`src/rtl/core/ijm_pkg.sv`:
```
// Shared widths, register codes and stage records for the I/Q jammer mixer.
// No dependencies; every other file of the block imports this package.
`timescale 1ns / 1ps

package ijm_pkg;

	localparam int FRAC_BITS = 8;
	localparam int INDEX_BITS = 40;
	localparam int SAMP_W = 24;
	localparam int JG_W = 24;
	localparam int JG_FRAC = 16;
	localparam int CG_W = 17;
	localparam int CFG_W = 40;
	localparam int OUT_W = 16;
	localparam int ACC_W = 63;
	localparam int CNT_W = 40;
	localparam int SCALED_W = SAMP_W + JG_W;
	localparam int SUM_W = SCALED_W + 1;
	localparam int P_W = SUM_W + CG_W;
	localparam int MAG_W = P_W - 32;
	localparam int Q_W = P_W - 32 - FRAC_BITS;
	localparam int JMAG_W = SCALED_W - JG_FRAC;
	localparam int CSQ_W = 2 * SAMP_W - 1;
	localparam int CSUM_W = CSQ_W + 1;
	localparam int SQ_IN_W = 32;

	localparam logic [ACC_W-1:0] ACC_MAX = {ACC_W{1'b1}};
	localparam logic [CNT_W-1:0] CNT_MAX = {CNT_W{1'b1}};
	localparam logic [Q_W-1:0] POS_LIMIT = Q_W'(32767);
	localparam logic [Q_W-1:0] NEG_LIMIT = Q_W'(32768);

	typedef enum logic [1:0] {
		REG_JAMMER_GAIN,
		REG_COMMON_GAIN,
		REG_PLATEAU_START,
		REG_PLATEAU_END
	} cfg_reg_t;

	typedef struct packed {
		logic [OUT_W-1:0] out;
		logic clip;
		logic [MAG_W-1:0] mag;
		logic [CSQ_W-1:0] csq;
		logic [ACC_W-1:0] jsq;
		logic [ACC_W-1:0] msq;
	} lane_res_t;

	typedef struct packed {
		logic [OUT_W-1:0] out_i;
		logic [OUT_W-1:0] out_q;
		logic [CNT_W-1:0] peak;
		logic [ACC_W-1:0] clean_e;
		logic [ACC_W-1:0] jammer_e;
		logic [ACC_W-1:0] mixed_e;
		logic [CNT_W-1:0] plateau_cnt;
		logic [CNT_W-1:0] clip_cnt;
		logic [CNT_W-1:0] sample_cnt;
	} metrics_t;

	function automatic logic [ACC_W-1:0] sat_add(input logic [ACC_W-1:0] a,
		input logic [ACC_W-1:0] b);
		logic [ACC_W:0] s;
		s = {1'b0, a} + {1'b0, b};
		return s[ACC_W] ? ACC_MAX : s[ACC_W-1:0];
	endfunction

	function automatic logic [CNT_W-1:0] sat_cnt(input logic [CNT_W-1:0] c,
		input logic [1:0] n);
		logic [CNT_W:0] s;
		s = {1'b0, c} + (CNT_W+1)'(n);
		return s[CNT_W] ? CNT_MAX : s[CNT_W-1:0];
	endfunction

endpackage

```
`src/rtl/core/ijm_merge.sv`:
```
// Merges the I and Q lane results into the peak, power sums and counters.
// Depends on ijm_pkg.
`timescale 1ns / 1ps

module ijm_merge (
	input logic clk,
	input logic arst_n,
	input logic in_valid,
	input ijm_pkg::lane_res_t lane_i,
	input ijm_pkg::lane_res_t lane_q,
	input logic restart,
	input logic in_plateau,
	output logic done,
	output ijm_pkg::metrics_t metrics
);
	import ijm_pkg::*;

	logic v_s1, v_s2;
	logic [OUT_W-1:0] out_i_s1, out_q_s1;
	logic [CNT_W-1:0] mag_s1;
	logic [CSUM_W-1:0] csum_s1;
	logic [ACC_W-1:0] jsum_s1, msum_s1;
	logic [1:0] clips_s1;
	logic [MAG_W-1:0] mag_max;

	logic [ACC_W-1:0] clean_q, jam_pow_q, mixed_q;
	logic [CNT_W-1:0] peak_q, plateau_q, clip_q, sample_q;
	logic [OUT_W-1:0] out_i_q, out_q_q;

	logic [ACC_W-1:0] clean_b, jammer_b, mixed_b;
	logic [CNT_W-1:0] peak_b, plateau_b, clip_b, sample_b;

	assign mag_max = (lane_i.mag > lane_q.mag) ? lane_i.mag : lane_q.mag;

	assign clean_b = restart ? '0 : clean_q;
	assign jammer_b = restart ? '0 : jam_pow_q;
	assign mixed_b = restart ? '0 : mixed_q;
	assign peak_b = restart ? '0 : peak_q;
	assign plateau_b = restart ? '0 : plateau_q;
	assign clip_b = restart ? '0 : clip_q;
	assign sample_b = restart ? '0 : sample_q;

	always_ff @(posedge clk or negedge arst_n) begin
		if (!arst_n) begin
			v_s1 <= 1'b0;
			v_s2 <= 1'b0;
			clean_q <= '0;
			jam_pow_q <= '0;
			mixed_q <= '0;
			peak_q <= '0;
			plateau_q <= '0;
			clip_q <= '0;
			sample_q <= '0;
		end else begin
			v_s1 <= in_valid;
			v_s2 <= v_s1;
			if (v_s1) begin
				if (in_plateau) begin
					clean_q <= sat_add(clean_b, ACC_W'(csum_s1));
					jam_pow_q <= sat_add(jammer_b, jsum_s1);
					mixed_q <= sat_add(mixed_b, msum_s1);
					plateau_q <= sat_cnt(plateau_b, 2'd1);
				end else begin
					clean_q <= clean_b;
					jam_pow_q <= jammer_b;
					mixed_q <= mixed_b;
					plateau_q <= plateau_b;
				end
				peak_q <= (mag_s1 > peak_b) ? mag_s1 : peak_b;
				clip_q <= sat_cnt(clip_b, clips_s1);
				sample_q <= sat_cnt(sample_b, 2'd1);
			end
		end
	end

	always_ff @(posedge clk) begin
		if (in_valid) begin
			out_i_s1 <= lane_i.out;
			out_q_s1 <= lane_q.out;
			mag_s1 <= CNT_W'(mag_max);
			csum_s1 <= CSUM_W'(lane_i.csq) + CSUM_W'(lane_q.csq);
			jsum_s1 <= sat_add(lane_i.jsq, lane_q.jsq);
			msum_s1 <= sat_add(lane_i.msq, lane_q.msq);
			clips_s1 <= 2'(lane_i.clip) + 2'(lane_q.clip);
		end
		if (v_s1) begin
			out_i_q <= out_i_s1;
			out_q_q <= out_q_s1;
		end
	end

	assign done = v_s2;
	assign metrics.out_i = out_i_q;
	assign metrics.out_q = out_q_q;
	assign metrics.peak = peak_q;
	assign metrics.clean_e = clean_q;
	assign metrics.jammer_e = jam_pow_q;
	assign metrics.mixed_e = mixed_q;
	assign metrics.plateau_cnt = plateau_q;
	assign metrics.clip_cnt = clip_q;
	assign metrics.sample_cnt = sample_q;

endmodule
```
`config.mk`:
```
export PLATFORM = sky130hd
export DESIGN_NAME = ijm_merge
export DESIGN_NICKNAME = d
export VERILOG_FILES = /design/src/rtl/core/ijm_pkg.sv /design/src/rtl/core/ijm_merge.sv
export SDC_FILE = /design/constraint.sdc
export NUM_CORES = 2
export LEC_CHECK = 0
export BUFFER_PORTS_ARGS = -buffer_cell sky130_fd_sc_hd__buf_2
export CORE_MARGIN = 10
export CORE_UTILIZATION = 50
export DETAILED_ROUTE_END_ITERATION = 6
export PLACE_DENSITY = 0.73
export REMOVE_ABC_BUFFERS = 1
export SYNTH_ARGS = -nofsm -noshare
export SYNTH_HDL_FRONTEND = slang
export SYNTH_SLANG_ARGS = --single-unit
```
`constraint.sdc`:
```
create_clock -name clk -period 8 [get_ports clk]
set_clock_uncertainty 0.15 [all_clocks]
set_input_delay 1.6 -clock clk [delete_from_list [all_inputs] [get_ports clk]]
set_output_delay 1.6 -clock clk [all_outputs]
set_load 0.02 [all_outputs]
```
# After elaboration in Yosys (flattened, before gate mapping)
# Index checks and enable logic that the tools add are counted.
# Widths: inputs -> output; s select.
[op_classes]
add_sub_neg = 10
n_lt_le_gt_ge = 2
muxes = 19
[op_table]
columns = ["op", "count"]
rows = [
  ["$mux 63", 9],
  ["$mux 40", 9],
  ["$add 63x63->64", 4],
  ["$add 40x1->41 const B", 2],
  ["$add 63x48->64", 1],
  ["$add 47x47->48", 1],
  ["$add 40x2->41", 1],
  ["$gt 34x40->1", 1],
  ["$gt 34x34->1", 1],
  ["$mux 34", 1],
  ["$add 1x1->2", 1],
]
[word_totals]
regBits = 625
input_bits = 453
output_inout_bits = 382
word_cells = 49

# Depth between registers and ports, before layout
[logic_depth]
depth_word = 4
mapped_depth = 22
mapped_depth_nobuf = 15

# Worst setup path before layout
# Ideal clock, no wire load.
[synth_timing]
path_kind = "input port to flip-flop"
from = "in restart"
to = "reg clean_q[54]"
setup_ns = 0.094
arrival_ns = 6.526
required_time_ns = 7.756
setup_slack_ns = 1.230
cell_stages = 21
n_path_buf = 7
path_cell_list = "buf_2 > clkbuf_1 > clkbuf_1 > clkbuf_1 > clkbuf_1 > clkbuf_1 > clkbuf_1 > nor2b_1 > ha_1 > fa_1 > a21o_1 > a21oi_1 > o21a_1 > o31ai_1 > o31ai_1 > o21ai_0 > a31oi_1 > o22ai_1 > and2_1 > and4b_1 > a211oi_1"
[synth_between]
elab_chain_len = 4
[synth_lines]
columns = ["element", "line", "text"]
rows = [
  ["start: declaration", "ijm_merge.sv:11", "input logic restart,"],
  ["$mux 63 (*)", "ijm_merge.sv:35", "assign clean_b = restart ? '0 : clean_q;"],
  ["$add 63x48->64", "ijm_pkg.sv:63", "s = {1'b0, a} + {1'b0, b};"],
  ["$mux 63", "ijm_pkg.sv:64", "return s[ACC_W] ? ACC_MAX : s[ACC_W-1:0];"],
  ["$mux 63 (*)", "ijm_merge.sv:58", "if (in_plateau) begin"],
  ["end signal: assignment", "ijm_merge.sv:59", "clean_q <= sat_add(clean_b, ACC_W'(csum_s1));"],
  ["end signal: assignment", "ijm_merge.sv:64", "clean_q <= clean_b;"],
  ["end: declaration", "ijm_merge.sv:26", "logic [ACC_W-1:0] clean_q, jam_pow_q, mixed_q;"],
]
# Mark *: on every way between the ends. The rest lies on a longest branch, timed or not.
# A chain may end at the register's enable or synchronous reset.

# Worst setup path after layout
[layout_timing]
from = "in restart"
to = "reg mixed_q[34]"
[layout_between]
elab_chain_len = 4
[layout_lines]
columns = ["element", "line", "text"]
rows = [
  ["$mux 63 (*)", "ijm_merge.sv:37", "assign mixed_b = restart ? '0 : mixed_q;"],
  ["$add 63x63->64", "ijm_pkg.sv:63", ""],
  ["$mux 63", "ijm_pkg.sv:64", ""],
  ["$mux 63 (*)", "ijm_merge.sv:58", ""],
  ["end signal: assignment", "ijm_merge.sv:61", "mixed_q <= sat_add(mixed_b, msum_s1);"],
  ["end signal: assignment", "ijm_merge.sv:66", "mixed_q <= mixed_b;"],
  ["end: declaration", "ijm_merge.sv:26", ""],
]
# Marks and branches as above.

==> results.json <==
{
  "run_status": "finished, final reports clean",
  "drv_slew": 0,
  "finalHoldViolCount": 0,
  "ios": 835,
  "dpl.hpwl_microns": 129000,
  "ff_latch_area_sq_um": 17000,
  "via_count": 45400,
  "cts_tree": "yes",
  "antenna_found_initial": 6,
  "grtUsageTotal_pct": 29.0,
  "ctsResizeCount": 0,
  "ys.flop_type": "dfrtp_1",
  "dpl_cell_area_sq_um": 53000,
  "cts_made_buffers": 71,
  "synthMuxAreaShare_pct": 1.08,
  "yosys_warnings": 0,
  "multi_input_area_sq_um": 29000,
  "synth_compound_area_share_pct": 24.4,
  "start_util_pct": 50.4,
  "rsz0062_at_grt": "false",
  "required_ns": 8.39,
  "drtIter0Drc": 3903,
  "synth_cell_types": 90,
  "core_sq_um": 95000,
  "timing.max_cap.violations": 0,
  "drc": 0,
  "fin_crit_sh_pct": 75.0,
  "hold_buffers": 0,
  "final_util_pct": 58.4,
  "critPathKind": "input port to flop",
  "grt_pass1_wl_microns": 253000,
  "clk_latency_ns": 0.63,
  "h-tree-depth": 3,
  "synthXorXnorAreaFrac_pct": 5.82,
  "start_kind": "input port",
  "worstPathArrival_ns": 6.39,
  "fillCellCount": 8692,
  "tightest_slew_ns": 1.29,
  "power_density_nw_per_um2": 263,
  "cts_sinks": 625,
  "drive_above_1_share_pct": 17.2,
  "relSlewSlack_pct": 13.8,
  "fp.dieW_microns": 329,
  "die_area_sq_um": 108000,
  "finalWirelength_microns": 165000,
  "synth.area.top_cells": "dfrtp_1 (18%), edfxtp_1 (17%), ha_1 (11%)",
  "first_pass_iters": 6,
  "vias_per_cell": 5.98,
  "setup_viol": 0,
  "synth_area_sq_um": 47900,
  "grt_max_degree": 143,
  "gp_congestion": 0.952,
  "yosys.area.top_type": "dfrtp_1",
  "timing.fmax_mhz": 167,
  "path_clk_slew_ns": 0.06,
  "cts_setup_buffers": 0,
  "syn_to_final_growth_pct": 15.9,
  "wl_per_cell_microns": 21.8,
  "worstHoldPathCells": 0,
  "tns_ns": 0,
  "clock-root-buffer": "clkbuf_16",
  "period_needed_ns": 6.00,
  "ir_drop_v": 0.000135,
  "grt-ovfl-total": 0,
  "synth-simple-area-share_pct": 17.7,
  "final_cell_count_no_fill": 7594,
  "dp_cells": 7460,
  "synth_top_family_by_area": "compound AO/OA/AOI/OAI gates",
  "cts_max_path_buffers": 3,
  "ys_seq_area_share_pct": 35.5,
  "fp.dieH_microns": 329,
  "setup.worst_path.end_class": "flop",
  "reg2regPathDepth": 14,
  "ant_nets": 0,
  "path_max_fanout": 67,
  "synth_fa_ha_area_share_pct": 11.3,
  "final_cell_area_sq_um": 55500,
  "yosysTopAreaCellShare_pct": 18.4,
  "grt_pass1_vias": 43700,
  "row_count": 113,
  "ys_ff_latch": 625,
  "synth.avg_cell_area_sq_um": 8.53,
  "synthArstFlopShare_pct": 56.2,
  "min-delay-path-class": "flop to flop",
  "synth_edf_count": 274,
  "syn_inst": 5609,
  "p_leak_nw": 26.0,
  "nNetsFinal": 7148,
  "portBuffers": 834
}
report_power, final:
group | leakage [nW] | switching [mW] | internal (mW)
logic | 17.7 | 4.14 | 2.39
registers | 7.05 | 0.564 | 4.09
clock network | 1.19 | 1.38 | 2.06
critical path: stages:
cell and delay, ns:
buf_8 0.33, nor2_1 0.17, ha_1 0.40, nand2_1 0.14, nor4_1 0.52, nor4b_1 0.30
a22oi_1 0.15, o21a_1 0.26, o31ai_1 0.58, a31oi_1 0.28, a32oi_4 0.72, buf_4 0.44
o221ai_1 0.17, o21ai_0 0.12
worst paths after layout:
check,from,end,slack (ns)
max in group asynchronous,arst_n,mixed_q[0]$_DFFE_PN0P_,5.43
min in group asynchronous,arst_n,peak_q[17]$_DFFE_PN0P_,0.85
min reg2reg,out_q_s1[0]$_DFFE_PP_,out_q_q[0]$_DFFE_PP_,0.26
max,restart,mixed_q[34]$_DFFE_PN0P_,2.00
max reg2reg,mixed_q[19]$_DFFE_PN0P_,mixed_q[34]$_DFFE_PN0P_,3.07
min,out_q_s1[0]$_DFFE_PP_,out_q_q[0]$_DFFE_PP_,0.26
through the flow:
| stage | setup WS, ns | power [mW] | hold WS (ns) |
|---|---|---|---|
| final | 2.00 | 14.6 | 0.264 |
| after global routing | 1.81 | 15.5 | 0.267 |
| after CTS | 2.22 | 14.6 | 0.264 |
| after detailed placement | 1.57 | 11.1 | 0.255 |
| after global placement | 1.62 | 11.1 | 0.250 |
| after floorplan | -1.08 | 8.86 | 0.250 |
flip-flops by register name (all words and copies together) (netlist names):
| register | count |
|---|---|
| clean_q | 63 |
| clip_q | 40 |
| clips_s1 | 2 |
| csum_s1 | 48 |
| done | 1 |
| jam_pow_q | 63 |
| jsum_s1 | 63 |
| mag_s1 | 34 |
| mixed_q | 63 |
| msum_s1 | 63 |
| out_i_q | 16 |
| out_i_s1 | 16 |
| out_q_q | 16 |
| out_q_s1 | 16 |
| peak_q | 40 |
| plateau_q | 40 |
| sample_q | 40 |
| v_s1 | 1 |
synthesized netlist by cell type (10+ instances only):
cell / count
nand3_1: 158
a221oi_1: 10
a2111oi_0: 12
clkbuf_1: 262
nor2b_1: 150
a311oi_1: 12
xnor2_1: 187
a41o_1: 14
a31oi_1: 88
o22a_1: 17
buf_1: 18
or3_1: 21
dfrtp_1: 351
edfxtp_1: 274
nor3_1: 56
a31o_2: 21
o22ai_1: 57
a21boi_0: 18
o21ai_0: 397
o221ai_1: 33
nor2_1: 456
nand2_1: 550
ha_1: 420
nand4_1: 102
a221o_1: 11
nand4b_1: 10
a211oi_1: 36
and3_1: 62
mux2i_1: 10
inv_1: 249
o211ai_1: 23
mux2_2: 37
o31a_1: 10
nand2b_1: 91
o21a_1: 43
o31ai_1: 25
a21oi_1: 664
o21bai_1: 81
and2_1: 35
nor4_1: 13
a21o_1: 235
and4_1: 10
nor3b_1: 13
xor2_1: 131
cell families (layout without fill, tap and decap cells):
family / count (synthesis) / after routing
other: 0 / 4
AND/OR/NAND/NOR: 1771 / 1771
multiplexers: 47 / 47
adder cells (fa/ha/maj): 427 / 427
buffers and inverters: 534 / 1250
flip-flops: 625 / 625
AO/OA/AOI/OAI: 1887 / 1887
XOR/XNOR: 318 / 318
layout by cell type (no fill, tap or decap), drive strengths merged, types with 158 or more instances in the layout:
cell type	Yosys	final
buf	21	870
a21oi	664	664
nand2	550	550
nor2	456	456
ha	420	420
o21ai	403	403
dfrtp	351	351
edfxtp	274	274
inv	249	254
a21o	235	235
xnor2	187	187
nand3	158	158
routing by layer:
metal	share of wire, %	wire, microns	GRT usage, %
met4	4.4	7320	12.3
met3	7.5	12500	5.18
met2	47	77500	47.8
met1	41	68000	37.1
met5	0.021	35	0
cell type report:
class | instances | share of cell area (%)
multi-input combinational | 4450 | 52.2
sequential | 625 | 30.7
timing repair buffer | 870 | 8.18
clock buffer | 96 | 3.61
tap | 1265 | 2.85
inverter | 250 | 1.69
clock inverter | 34 | 0.794
antenna | 4 | 0.0180
(Power assumes the default switching activity.)
